<file path="config.mk">
export PLATFORM = sky130hd
export DESIGN_NAME = pulse_request_scheduler
export DESIGN_NICKNAME = d
export VERILOG_FILES = /design/src/sv/prs_pkg.sv /design/src/sv/prs_cell.sv /design/src/sv/pulse_request_scheduler.sv
export VERILOG_INCLUDE_DIRS = /design/src /design/src/sv
export SDC_FILE = /design/constraint.sdc
export NUM_CORES = 1
export LEC_CHECK = 0
export BUFFER_PORTS_ARGS = -buffer_cell sky130_fd_sc_hd__buf_2
export CORE_ASPECT_RATIO = 2
export CORE_MARGIN = 5
export CORE_UTILIZATION = 55
export CTS_CLUSTER_DIAMETER = 80
export DETAILED_ROUTE_END_ITERATION = 7
export PLACE_DENSITY = 0.89
export SYNTH_ARGS = -nofsm -noshare
export SYNTH_HDL_FRONTEND = slang
export SYNTH_SLANG_ARGS = --single-unit
</file>
<file path="constraint.sdc">
create_clock -name clk -period 3.4 [get_ports clk]
set_input_delay 0.68 -clock clk [delete_from_list [all_inputs] [get_ports clk]]
set_output_delay 0.68 -clock clk [all_outputs]
set_load 0.1 [all_outputs]
</file>
<file path="src/sv/pulse_request_scheduler_macros.svh">
// ----------------------------------------------------------------------------
// Pulse request scheduler assertion macros
// Clocked assertion helpers; they expand to nothing under synthesis.
// ----------------------------------------------------------------------------
`ifndef PULSE_REQUEST_SCHEDULER_MACROS_SVH
`define PULSE_REQUEST_SCHEDULER_MACROS_SVH

`ifndef SYNTHESIS
// Check a property on every clock edge outside reset
`define PRS_ASSERT(label, prop, msg) \
	label: assert property (@(posedge clk) disable iff (!arst_n) (prop)) else $error(msg);
// Check that a condition never holds outside reset
`define PRS_ASSERT_NEVER(label, cond, msg) \
	label: assert property (@(posedge clk) disable iff (!arst_n) !(cond)) else $error(msg);
`else
`define PRS_ASSERT(label, prop, msg)
`define PRS_ASSERT_NEVER(label, cond, msg)
`endif

`endif

</file>
<file path="src/sv/prs_pkg.sv">
// ----------------------------------------------------------------------------
// Pulse request scheduler package
// Word types, queue entry type, sizes and codes shared by the scheduler.
// ----------------------------------------------------------------------------
package prs_pkg;

	// Queue depth and derived widths
	localparam int SLOTS  = 8;
	localparam int CNT_W  = $clog2(SLOTS + 1);
	localparam int TIME_W = 48;
	localparam int PIN_W  = 8;
	localparam int LEN_W  = 16;
	localparam int DROP_W = 16;

	localparam logic [PIN_W-1:0] PIN_NONE = 8'd255;

	// Command codes
	localparam logic CMD_REQUEST = 1'b0;
	localparam logic CMD_TICK    = 1'b1;

	// Result kinds
	localparam logic KIND_ACK   = 1'b0;
	localparam logic KIND_DRIVE = 1'b1;

	// Pending event bits, emitted lowest first
	localparam int EV_ACK     = 0;
	localparam int EV_LOW_OLD = 1;
	localparam int EV_LOW_ILK = 2;
	localparam int EV_HIGH    = 3;
	localparam int EV_N       = 4;

	typedef enum logic [1:0] {
		ST_IDLE,
		ST_EVAL,
		ST_EMIT
	} prs_state_t;

	typedef struct packed {
		logic              cmd;
		logic [PIN_W-1:0]  pin;
		logic [PIN_W-1:0]  interlock;
		logic [TIME_W-1:0] now_ms;
	} prs_in_t;

	typedef struct packed {
		logic              kind;
		logic              accepted;
		logic [PIN_W-1:0]  drive_pin;
		logic              drive_level;
		logic              busy_res;
		logic [DROP_W-1:0] dropped_count;
		logic              last;
	} prs_out_t;

	// One queued request
	typedef struct packed {
		logic [PIN_W-1:0] ilk;
		logic [PIN_W-1:0] pin;
	} ring_entry_t;

	// Per-cell control from the scheduler
	typedef struct packed {
		logic shift;
		logic load;
	} cell_ctl_t;

endpackage

</file>
<file path="src/sv/prs_cell.sv">
// ----------------------------------------------------------------------------
// Pulse request scheduler queue cell
// Holds one queued request, shifts toward the head on dequeue, and matches
// its pin against the probe pin.
// ----------------------------------------------------------------------------
module prs_cell
	import prs_pkg::*;
(
	input  logic             clk,
	input  cell_ctl_t        ctl,
	input  logic             occupied,
	input  ring_entry_t      nbr_entry,
	input  ring_entry_t      new_entry,
	input  logic [PIN_W-1:0] probe_pin,
	output ring_entry_t      entry,
	output logic             match
);

	ring_entry_t entry_q;

	// Load a new request or take the neighbor's entry on dequeue
	always_ff @(posedge clk) begin
		if (ctl.load) begin
			entry_q <= new_entry;
		end else if (ctl.shift) begin
			entry_q <= nbr_entry;
		end
	end

	// Flag a queued duplicate
	assign match = occupied && (entry_q.pin == probe_pin);
	assign entry = entry_q;

endmodule

</file>
<file path="src/sv/pulse_request_scheduler.sv">
// ----------------------------------------------------------------------------
// Pulse request scheduler
// Queues pin pulse requests in a row of shifting cells and drives one pin
// at a time as a timed pulse on service ticks.
// ----------------------------------------------------------------------------
// Channel   Direction  Handshake             Word
// req       in         req_valid/req_ready   prs_in_t (request or tick)
// res       out        res_valid/res_ready   prs_out_t (ack or drive event)
// cfg       in         cfg_we                cfg_wdata, pulse length in ms
//
// An item passes through capture, evaluation against the cell row, then
// emission, where its results are loaded into the result register in turn
// (a tick with no result still passes through the emit state).
// A new item is taken once all results of the previous one are in the result
// register; a stalled res side holds emission. Reset clears the queue count,
// the active pin, end time, drop counter and pulse length.
// ----------------------------------------------------------------------------
`include "pulse_request_scheduler_macros.svh"

module pulse_request_scheduler
	import prs_pkg::*;
(
	input  logic             clk,
	input  logic             arst_n,
	input  logic             req_valid,
	output logic             req_ready,
	input  prs_in_t          req,
	output logic             res_valid,
	input  logic             res_ready,
	output prs_out_t         res,
	input  logic             cfg_we,
	input  logic [LEN_W-1:0] cfg_wdata
);

	prs_state_t state_q, state_d;

	prs_in_t             in_q;
	logic [CNT_W-1:0]    count_q;
	logic [PIN_W-1:0]    active_pin_q;
	logic [TIME_W-1:0]   end_q;
	logic [DROP_W-1:0]   drop_q;
	logic [LEN_W-1:0]    len_q;
	logic [EV_N-1:0]     pend_q;
	logic                acc_q;
	logic                busy_q;
	logic [PIN_W-1:0]    old_pin_q;
	ring_entry_t         new_q;
	logic                out_valid_q;
	prs_out_t            out_q;

	cell_ctl_t           cell_ctl   [SLOTS];
	ring_entry_t         cell_entry [SLOTS];
	logic [SLOTS-1:0]    cell_match;
	logic [SLOTS-1:0]    cell_occ;
	ring_entry_t         req_entry;

	logic                eval, is_req, pin_none, dup, full, enq, drop_inc, acc;
	logic                active_on, expire, go, deq;
	logic [TIME_W:0]     end_sum;
	logic [TIME_W-1:0]   end_sat;
	logic [EV_N-1:0]     sel, rest;
	logic                out_load;
	prs_out_t            out_d;

	assign req_entry = '{ilk: in_q.interlock, pin: in_q.pin};

	// Row of queue cells; cell 0 is the head
	for (genvar i = 0; i < SLOTS; i++) begin : g_cell
		ring_entry_t nbr;
		if (i == SLOTS - 1) begin : g_tail
			assign nbr = '{ilk: PIN_NONE, pin: PIN_NONE};
		end else begin : g_mid
			assign nbr = cell_entry[i+1];
		end
		assign cell_occ[i]       = count_q > CNT_W'(i);
		assign cell_ctl[i].shift = deq;
		assign cell_ctl[i].load  = enq && (count_q == CNT_W'(i));

		prs_cell u_cell (
			.clk       (clk),
			.ctl       (cell_ctl[i]),
			.occupied  (cell_occ[i]),
			.nbr_entry (nbr),
			.new_entry (req_entry),
			.probe_pin (in_q.pin),
			.entry     (cell_entry[i]),
			.match     (cell_match[i])
		);
	end

	// Evaluate the captured word
	assign eval      = state_q == ST_EVAL;
	assign is_req    = in_q.cmd == CMD_REQUEST;
	assign pin_none  = in_q.pin == PIN_NONE;
	assign dup       = (active_pin_q == in_q.pin) || (|cell_match);
	assign full      = count_q == CNT_W'(SLOTS);
	assign enq       = eval && is_req && !pin_none && !dup && !full;
	assign drop_inc  = eval && is_req && !pin_none && !dup && full;
	assign acc       = !pin_none && (dup || !full);
	assign active_on = active_pin_q != PIN_NONE;
	assign expire    = active_on && (in_q.now_ms >= end_q);
	assign go        = !active_on || expire;
	assign deq       = eval && !is_req && go && (count_q != '0);

	// Saturate the pulse end time
	assign end_sum = {1'b0, in_q.now_ms} + (TIME_W+1)'(len_q);
	assign end_sat = end_sum[TIME_W] ? '1 : end_sum[TIME_W-1:0];

	// Pick the next pending event, lowest bit first
	assign sel  = pend_q & (~pend_q + EV_N'(1));
	assign rest = pend_q & ~sel;

	always_comb begin
		out_d               = '0;
		out_d.kind          = sel[EV_ACK] ? KIND_ACK : KIND_DRIVE;
		out_d.accepted      = sel[EV_ACK] && acc_q;
		out_d.drive_level   = sel[EV_HIGH];
		out_d.busy_res      = busy_q;
		out_d.dropped_count = drop_q;
		out_d.last          = rest == '0;
		if (sel[EV_LOW_OLD]) begin
			out_d.drive_pin = old_pin_q;
		end else if (sel[EV_LOW_ILK]) begin
			out_d.drive_pin = new_q.ilk;
		end else if (sel[EV_HIGH]) begin
			out_d.drive_pin = new_q.pin;
		end
	end

	assign out_load = (state_q == ST_EMIT) && (pend_q != '0) &&
	                  (!out_valid_q || res_ready);

	// Next state
	always_comb begin
		state_d = state_q;
		case (state_q)
			ST_IDLE: begin
				if (req_valid) state_d = ST_EVAL;
			end
			ST_EVAL: state_d = ST_EMIT;
			ST_EMIT: begin
				if (pend_q == '0 || (out_load && rest == '0)) state_d = ST_IDLE;
			end
			default: state_d = ST_IDLE;
		endcase
	end

	assign req_ready = state_q == ST_IDLE;

	// Control state
	always_ff @(posedge clk or negedge arst_n) begin
		if (!arst_n) begin
			state_q      <= ST_IDLE;
			count_q      <= '0;
			active_pin_q <= PIN_NONE;
			end_q        <= '0;
			drop_q       <= '0;
			len_q        <= '0;
			pend_q       <= '0;
			out_valid_q  <= 1'b0;
		end else begin
			state_q <= state_d;
			if (cfg_we) len_q <= cfg_wdata;
			if (drop_inc) drop_q <= drop_q + DROP_W'(1);
			if (enq) begin
				count_q <= count_q + CNT_W'(1);
			end else if (deq) begin
				count_q <= count_q - CNT_W'(1);
			end
			if (eval && !is_req) begin
				if (deq) begin
					active_pin_q <= cell_entry[0].pin;
					end_q        <= end_sat;
				end else if (expire) begin
					active_pin_q <= PIN_NONE;
				end
			end
			if (eval) begin
				if (is_req) begin
					pend_q <= EV_N'(1) << EV_ACK;
				end else begin
					pend_q <= {deq, deq && (cell_entry[0].ilk != PIN_NONE), expire, 1'b0};
				end
			end else if (out_load) begin
				pend_q <= rest;
			end
			if (out_load) begin
				out_valid_q <= 1'b1;
			end else if (res_ready) begin
				out_valid_q <= 1'b0;
			end
		end
	end

	// Word and event payload
	always_ff @(posedge clk) begin
		if (req_valid && req_ready) in_q <= req;
		if (eval) begin
			acc_q     <= acc;
			old_pin_q <= active_pin_q;
			new_q     <= cell_entry[0];
			busy_q    <= is_req ? (active_on || count_q != '0 || enq) : (!go || deq);
		end
		if (out_load) out_q <= out_d;
	end

	assign res_valid = out_valid_q;
	assign res       = out_q;

	`PRS_ASSERT(a_count_bound, count_q <= CNT_W'(SLOTS), "queue count beyond depth")
	`PRS_ASSERT(a_queue_unique, $onehot0(cell_match), "pin queued more than once")
	`PRS_ASSERT_NEVER(a_enq_deq, enq && deq, "enqueue and dequeue in one cycle")
	`PRS_ASSERT(a_idle_clean, state_q == ST_IDLE |-> pend_q == '0, "events left at idle")
	`PRS_ASSERT(a_drop_hold, (state_q != ST_EVAL || in_q.cmd == CMD_TICK) |=> drop_q == $past(drop_q), "drop count moved outside request")

endmodule
</file>
==> metrics, run 1 <==
status finished clean; clock-pin slew on the worst setup and hold paths approximately 70 ps; pin count of the biggest net entering global routing between 60 and 70; vias per inst between 6 and 7; worst hold path class in2async; total CTS buffers 30; gp weighted congestion just over 0.9; Fill cells approximately 2,100; clk_skew 14.1 ps; final setup violation count 0; CTS H-tree lvls 1; Routed Antenna Nets 0; synth top area cells edfxtp_1, dfrtp_1, mux2_2, ha_1, xor2_1; area growth from synthesis to layout 14.5%; drc violations 0; initial antenna violation count 0; DRT Pass-1 Iters 5; CTS tree done; Die Wd roughly 130 µm; Post-synth EDFFs 248; die area about 34,000 µm²; Post-Synthesis Cell Area around 17,000 µm²; cell area after layout ~19,000 µm²; met3 wire len between 1.5 and 2 mm; I/O Buffers between 100 and 150; post-synth top area cell edfxtp_1; maximum vdd ir drop 0.000534 V; core area approximately 30,000 µm²; Slew Limit Fails 0; Synth Net Count 1,423; share of layout cells above drive strength 1 27.6%; setup TNS 0 ps; Sequential cell area around 10000 µm²; final hold viol count 0; row cnt 90; power per cell area ~760 nW/µm²; crit path cell chain inv_1, ha_1, nand2b_1, a2111oi_2, nand4_1, nand4_1, or2_4, nor2_4, buf_4, nand3_4, buf_4, mux2_2; Yosys reg bits 347; Syn Inst Count about 1,300; endpoint class of the critical path flop; die span in y between 200 and 300 µm; yosys synthesis warning count 0; number of global-route vias before repair approximately 11,000; FFs w/ async S/R, synth 28.5%; Post-synth top cells edfxtp_1, mux2_2, dfrtp_1; crit path time final approximately 3300 ps; Worst EP required 3720 ps; Placement Setup Slack -97.1 ps; Clock Sinks ~350; post-route setup slack 130 ps; Met1 Wirelength between 10 and 15 mm; Finished Layout Cells roughly 1,800; Initial Util between 50% and 60%; Detailed Place HPWL between 20 and 30 mm; Hold Buf Count CTS 0; Leak ~7.7 nW; Diodes inserted 0; Slew HR 36.6%; io pins between 100 and 150; CP max stage delay about 440 ps; maxcap violations 0; Clk Latency, worst-skew pair 570 ps; crit share post-route 96.2%; WL met2 22.2 mm; Crit Path Category reg2reg; top cell type's share of synthesized area roughly 44%; Arr. time, crit path between 3000 and 4000 ps; Wirelength per Cell roughly 22 µm; CTS Root Cell clkbuf_16; Top FF cell, synth edfxtp_1; Top Metal Used met4; most frequent cell after synthesis edfxtp_1; Vias approximately 11,000; DR iter-0 viols approximately 850; Worst Max-Slew Pin Slew about 950 ps; Tot GR Track Use roughly 22%; Syn Area/Cell 13.2 µm²; multi-input logic area about 6300 µm²; Startpoint Class flop; Max Freq between 300 and 400 MHz; gr ovfl total 0; Yosys cell types 69; Post-Place Cells between 1,500 and 2,000; final total power approximately 15 mW; final wirelength 39.3 mm; Max Buffers Root-to-Sink 3; Seq/Total Area, Yosys 59.2%; Area after DPL 18,000 µm²; first-pass GRT wire length 60.6 mm; Worst path slowest cell dfrtp_2; CP max FO 9; fin nets 1,588
==> cell families (layout without fill, tap and decap cells) <==
| family | after synthesis | in the layout | synth area share (%) |
|---|---|---|---|
| flip-flops | 347 | 347 | 59.2 |
| buffers and inverters | 125 | 313 | 3.44 |
| multiplexers | 129 | 129 | 8.85 |
| AO/OA/AOI/OAI | 178 | 178 | 7.11 |
| AND/OR/NAND/NOR | 288 | 288 | 9.36 |
| adder cells (fa/ha/maj) | 71 | 71 | 5.32 |
| XOR/XNOR | 129 | 129 | 6.73 |
==> state kept, by name, indices dropped and copies added, names as in the netlist <==
signal               flops
old_pin_q                8
state_q                  2
busy_q                   1
active_pin_q             8
res                     29
count_q                  4
res_valid                1
new_q                   16
in_q                    65
len_q                   16
g_cell.u_cell.entry    128
acc_q                    1
pend_q                   4
end_q                   48
drop_q                  16
==> power by group <==
| part | leakage, nW | switching [mW] | internal [mW] | total [mW] |
|---|---|---|---|---|
| registers | 3.43 | 0.716 | 5.78 | 6.50 |
| clock network | 0.518 | 1.56 | 2.06 | 3.62 |
| logic | 3.72 | 2.88 | 1.66 | 4.54 |
==> layer usage <==
| layer | up-vias | track usage [%] |
|---|---|---|
| met5 | - | 0 |
| met4 | 0 | 11.4 |
| met3 | 154 | 2.29 |
| met2 | 405 | 44.0 |
| met1 | 5400 | 22.7 |
| li1 | 4992 | - |
==> stage by stage <==
| step | util [%] | hold WS, ps |
|---|---|---|
| floorplan | - | 384 |
| global placement | 59.7 | 406 |
| detailed placement | 59.7 | 423 |
| CTS | 63.2 | 170 |
| global route | 63.7 | 191 |
| finish | 63.7 | 137 |
==> layout make-up <==
class                   count  share of cell area [%]
flip-flops and latches    347                    51.7
clock buffers              41                    4.60
repair buffers            181                    6.22
inverters                  77                    1.50
clock inverters            14                   0.872
multi-input cells         795                    32.7
well taps                 368                    2.39
==> layout by cell type, fill, tap and decap left out, types with 8 or more instances in the layout <==
master	count
clkbuf_16	32
a22oi_1	20
o21a_1	8
dfrtp_1	90
xnor2_1	50
nand2_1	67
nand4_1	28
a21o_1	10
o22a_1	8
buf_12	10
ha_1	69
xor2_1	79
nand3_1	22
buf_4	56
edfxtp_1	248
buf_2	115
a31oi_1	25
nor3_1	13
a222oi_1	8
and3_1	14
mux2_4	9
dfstp_2	8
a21oi_1	41
o21ai_0	25
inv_1	77
mux2_2	119
or3_1	8
nor4_1	14
or2_2	19
nand2b_1	10
nor2_1	55
==> critical path: cells and delay by family (launching register included) <==
kind                     cells  cell delay [ps]
AO/OA/AOI/OAI                1              410
adder cells (fa/ha/maj)      1              280
buffers and inverters        3              500
flip-flops                   1              440
multiplexers                 1              350
AND/OR/NAND/NOR              6             1060
==> what timing repair did <==
item	in CTS	in global routing
gates resized for setup	2	1
setup endpoints to repair	208	106
pin swaps	0	4
setup buffers	0	14
==> path summary, 6_finish.rpt <==
| check | from | to | slack, ps | depth (start not counted) |
|---|---|---|---|---|
| max | count_q[0] | g_cell[3].u_cell.entry[2] | 130 | 12 |
| min | arst_n | end_q[29] | 140 | 1 |
| max reg2reg | count_q[0] | g_cell[3].u_cell.entry[2] | 130 | 12 |
| min reg2reg | busy_q | res[17] | 450 | 0 |
| max in group asynchronous | arst_n | active_pin_q[2] | 2430 | 2 |
| min in group clk | req[11] | in_q[11] | 280 | 1 |
Power figures use the tool's default switching activity.
==> run 2, diff against run 1 <==
CORE_UTILIZATION = 60   (was 55)
PLACE_DENSITY = 0.91   (was 0.89)
clock period = 4.2 ns   (was 3.4 ns; I/O delays follow)
==> run 2 against run 1 <==
Net effect:
- worst hold slack gained 170 ps
- sequential power shrank 19%
- global-route usage up 3.0 points
- critical path depth is 1 lower
- power down 19%
- via count down 0.66%
- sequential cell count stayed put
- clock skew fell by 2.2 ps
- register-to-register slack better by 220 ps
- core utilization up 4.8 points
==> metrics, run 2 (synthesis gave the netlist of run 1 again) <==
io pins 117; Die Wd approximately 130 µm; DR iter-0 viols a little over 1,000; worst hold path class in2async; number of global-route vias before repair 11,800; Slew Limit Fails 0; Diodes inserted 0; Startpoint Class flop; Routed Antenna Nets 0; fin nets 1,557; RSZ-0062 raised after global routing no; Hold Buf Count CTS 0; Arr. time, crit path 4330 ps; CP max stage delay a little under 600 ps; setup slack, reg-to-reg roughly 350 ps; DRT Pass-1 Iters 5; I/O Buffers ~120; Worst R2R End end_q[16]; CP top delay family compound AO/OA/AOI/OAI gates; endpoint class of the critical path flop; clock-pin slew on the worst setup and hold paths roughly 70 ps; commonest non-fill, non-tap cell in the layout edfxtp_1; WP depth 11; area growth from synthesis to layout 12.4%; core area 27,500 µm²; pin count of the biggest net entering global routing between 50 and 60; gr ovfl total 0; Worst EP required 4680 ps; CTS tree done; drc violations 0; Max Buffers Root-to-Sink 3; Clk Latency, worst-skew pair approximately 570 ps; most frequent cells in the layout edfxtp_1, mux2_2, buf_2; initial antenna violation count 0; CP bufs+invs 2; Critical Path End end_q[16]; Setup crit start in_q[0]; row cnt 86; post-CTS sizing 0; Max Freq ~260 MHz; CTS Root Cell clkbuf_16; status finished clean; gp weighted congestion a little over 0.9; CTS H-tree lvls 1; Worst Max-Slew Pin Slew about 1100 ps; crit share post-route between 90% and 100%; share of layout cells above drive strength 1 roughly a quarter; number of setup buffers added after CTS 0; maxcap violations 0; Crit Path Category reg2reg; setup TNS 0 ps; Vias ~11,000; max FFs per register between 100 and 150; Clock Sinks around 350; die area about 32,000 µm²; Slew HR between 20% and 30%; Initial Util between 60% and 70%; final hold viol count 0; Leak around 7.5 nW; reg2reg start in_q[0]; crit path time final slightly below 4000 ps; first-pass GRT wire length about 62 mm; R2R cell count 11; total CTS buffers 30; vias per inst 6.12; final setup violation count 0; final wirelength 39.7 mm; crit path cell chain ha_1, inv_1, fa_1, nor2b_1, o31ai_1, a2111oi_0, o211ai_1, nor3_1, nand4_1, buf_4, a31oi_1; Worst path slowest cell a2111oi_0; clk_skew 11.9 ps; power per cell area approximately 630 nW/µm²; WHS about 310 ps; CP max FO 15; die span in y ~250 µm; maximum vdd ir drop between 0.0004 and 0.0005 V; Detailed Place HPWL 28.9 mm; Wirelength per Cell 22.3 µm; Tot GR Track Use roughly 25%
==> run 2: changes by cell type in the layout (fill, tap and decap cells not counted), sizes merged <==
cell	change
bufinv	+1
buf	-31
clkbuf	+1
inv	-2
clkinv	+1
==> run 2: worst min path at each step <==
stage,from,endpoint,slack [ps],cells past startpoint
after global placement,g_cell[0].u_cell.entry[8],new_q[8],430,0
final,arst_n,end_q[25],310,1
after detailed placement,busy_q,res[17],410,0
after CTS,arst_n,end_q[31],310,1
after global routing,arst_n,end_q[31],340,1
after floorplan,busy_q,res[17],400,0
==> run 2: area by class of cell <==
type	count	area (µm²)
repair buffers	150	838
clock buffers	42	898
flip-flops and latches	347	9930
multi-input cells	795	6290
well taps	352	440
inverters	77	289
clock inverters	14	176
fillers	1880	8680
==> run 2: per-stage QoR <==
stage	power [mW]	setup slack, ps	util [%]	std cells	instance area (µm²)
6_report	11.9	351	68.5	1777	18900
5_1_grt	12.4	75.6	68.5	1777	18900
4_1_cts	11.9	407	68.5	1777	18900
3_5_place_dp	8.86	427	64.6	1721	17800
3_3_place_gp	8.64	474	64.6	1721	17800
2_1_floorplan	7.80	396	-	1267	16800
==> run 2: worst register-to-register path: cells and delay by family, from the launching register on <==
kind,cells,cell delay (ps)
AND/OR/NAND/NOR,3,1110
AO/OA/AOI/OAI,4,1300
adder cells (fa/ha/maj),2,580
buffers and inverters,2,420
flip-flops,1,360
==> run 2: per-layer routing <==
| metal | wire length (µm) | vias to the layer above | track usage (%) |
|---|---|---|---|
| li1 | - | 4927 | - |
| met1 | 12600 | 5362 | 24.6 |
| met2 | 22400 | 424 | 48.9 |
| met3 | 2030 | 166 | 3.41 |
| met4 | 2690 | 0 | 15.4 |
| met5 | 0 | - | 0 |
==> run 2: report_power, final <==
part / leakage, nW / total [mW] / switching (mW) / internal [mW]
Sequential: 3.43 / 5.28 / 0.589 / 4.69
Combinational: 3.53 / 3.60 / 2.33 / 1.27
Clock: 0.528 / 2.99 / 1.25 / 1.74
==> run 3, diff against run 2 <==
SYNTH_HIERARCHICAL = 1   (was unset)
==> run 3 against run 2 <==
Net effect:
- routed wire length fell by 11%
- first-iteration DRC count down 33%
- combinational power up 1%
- synthesized cell count decreased by 3.0%
- worst hold slack got worse by 160 ps
- cell count fell by 0.23%
- via count shrank 3.8%
- sequential share of layout area shrank 1.3 points
==> metrics, run 3 <==
gp weighted congestion 0.876; Slew Limit Fails 0; Syn Area/Cell approximately 14 µm²; top cell type's share of synthesized area 43.0%; CP max stage delay between 400 and 500 ps; status finished clean; Psw between 4 and 5 mW; DR iter-0 viols around 680; maxcap violations 0; Crit Path Category reg2reg; GRT busiest layer met2; Post-synth EDFFs between 200 and 250; io pins 117; CTS Root Cell clkbuf_16; Synth Area in XOR/XNOR 6.63%; Initial Util around three fifths; DRT Pass-1 Iters 6; Post-Synth Simple-Gate Area 7.81%; commonest non-fill, non-tap cell in the layout edfxtp_1; post-CTS sizing 0; crit share post-route between 80 and 90%; Yosys reg bits roughly 350; CP bufs+invs 3; post-synth top area cell edfxtp_1; Clk Latency, worst-skew pair 590 ps; Post-synth top cells edfxtp_1, xnor2_1, dfrtp_1; Adder-Cell Fraction of Synth Area around 5.1%; FFs w/ async S/R, synth 28.5%; Tot GR Track Use 21.9%; CTS H-tree lvls 1; Hold Buf Count CTS 0; final setup violation count 0; maximum vdd ir drop 0.000473 V; Area after DPL approximately 18,000 µm²; combinational share of power between 30% and 40%; most frequent cell after synthesis edfxtp_1; crit path time final ~3800 ps; final hold viol count 0; die area 32,500 µm²; setup TNS 0 ps; Worst path slowest cell dfrtp_1; P_int ~7.7 mW; Fill cells around 1,900; Seq pwr share ~45%; CP max FO 12; Leak 7.65 nW; combinational family with the most area after synthesis multiplexers; Clock Sinks between 300 and 400; yosys synthesis warning count 6; Clock power frac about a quarter; I/O Buffers around 120; area growth from synthesis to layout 11.8%; Final Util just under 70%; final wirelength approximately 35 mm; most frequent cells in the layout edfxtp_1, buf_2, xnor2_1; Arr. time, crit path 4080 ps; Synth Area in Compound Gates ~7.8%; share of layout cells above drive strength 1 29.6%; Startpoint Class flop; Slew HR 25.2%; endpoint class of the critical path flop; Diodes inserted 0; die span in y 250 µm; Max Freq roughly 270 MHz; power per cell area 607 nW/µm²; gr ovfl total 0; Placement Setup Slack roughly 440 ps; Global Route met2 Usage 39.4%; Worst EP required approximately 4500 ps; number of setup buffers added after CTS 0; routing usage on met1 27.2%; synth top area cells edfxtp_1, dfrtp_1, mux2_4, ha_1, mux2_2; GR met3 Demand/Resource under 10%; Yosys cell types 71; vias per inst between 5 and 6; drc violations 0; Worst Max-Slew Pin Slew 1120 ps; post-route setup slack ~450 ps; Vias around 10,000; row cnt 88; mux share of post-synthesis cell area between 10 and 15%; clk_skew between 30 and 40 ps; Die Wd around 130 µm; pin count of the biggest net entering global routing 55; fin nets between 1,500 and 2,000; total CTS buffers 30; Seq/Total Area, Yosys between 50% and 60%; Syn Inst Count 1,229; first-pass GRT wire length between 50 and 60 mm; Routed Antenna Nets 0; Top FF cell, synth edfxtp_1; max FFs per register ~130; CTS tree done; clock-pin slew on the worst setup and hold paths ~70 ps; number of global-route vias before repair approximately 11,000; sw frac 34.7%; Detailed Place HPWL 24.4 mm; CP top delay family simple AND/OR/NAND/NOR gates; RSZ-0062 raised after global routing no; crit path cell chain inv_1, ha_1, and2_1, inv_1, nand2_1, nor3_1, nor4_1, o211ai_1, nor4_4, nor3b_1, and2_1, buf_12, mux2_2; core area around 29,000 µm²; worst hold path class in2async; initial antenna violation count 0; Max Buffers Root-to-Sink 3; Wirelength per Cell 19.9 µm; Post-Synthesis Cell Area roughly 17,000 µm²; cell area after layout 19,300 µm²
## run 3: changes by cell type after synthesis, moves of 22 or more
cell | previous run | this run
nor2_1 | 55 | 27
a31oi_1 | 25 | 3
mux2_2 | 119 | 72
mux2_4 | 9 | 72
xor2_1 | 79 | 39
xnor2_1 | 50 | 92
a22oi_2 | 0 | 40
## run 3: area by class of cell
cell class              count  area [µm²]  share of cell area [%]
flip-flops and latches    347        9930                    51.4
multi-input cells         776        6730                    34.8
repair buffers            154         906                    4.68
clock buffers              34         776                    4.01
well taps                 360         450                    2.33
inverters                  80         303                    1.57
clock inverters            22         246                    1.27
## run 3: cells by family after synthesis
family / count (synthesis)
xor+xnor: 131
other cells: 1
simple gates: 251
mux: 148
fa+ha+maj: 70
flops: 347
buf+inv: 121
compound gates: 160
## run 3: stage by stage
stage               total power [mW]  instances  hold WS (ps)
floorplan                       7.96       1244           400
global placement                8.66       1717           420
detailed placement              8.90       1717           434
CTS                             11.8       1773           144
global route                    12.4       1773           158
finish                          11.7       1773           149
## run 3: power by group through the flow
stage	Combinational, mW	Clock [mW]	Sequential [mW]
floorplan	2.43	0	5.53
global placement	3.41	0	5.25
detailed placement	3.59	0	5.31
CTS	3.65	2.89	5.26
global route	3.99	3.04	5.34
finish	3.64	2.84	5.26
## run 3: worst paths after layout
kind	startpoint	endpoint	slack, ps	cells after the start
max in group asynchronous	arst_n	end_q[10]	3140	2
min reg2reg	drop_q[14]	res[15]	450	0
max reg2reg	count_q[1]	g_cell[7].u_cell/entry[3]	450	13
min in group clk	req[48]	in_q[48]	430	1
min	arst_n	len_q[0]	150	1
max	count_q[1]	g_cell[7].u_cell/entry[3]	450	13
## run 3: routing by layer
layer / vias up / routed length, µm
li1: 4854 / -
met1: 5201 / 13600
met2: 338 / 19000
met3: 77 / 1780
met4: 0 / 1050
met5: - / 0
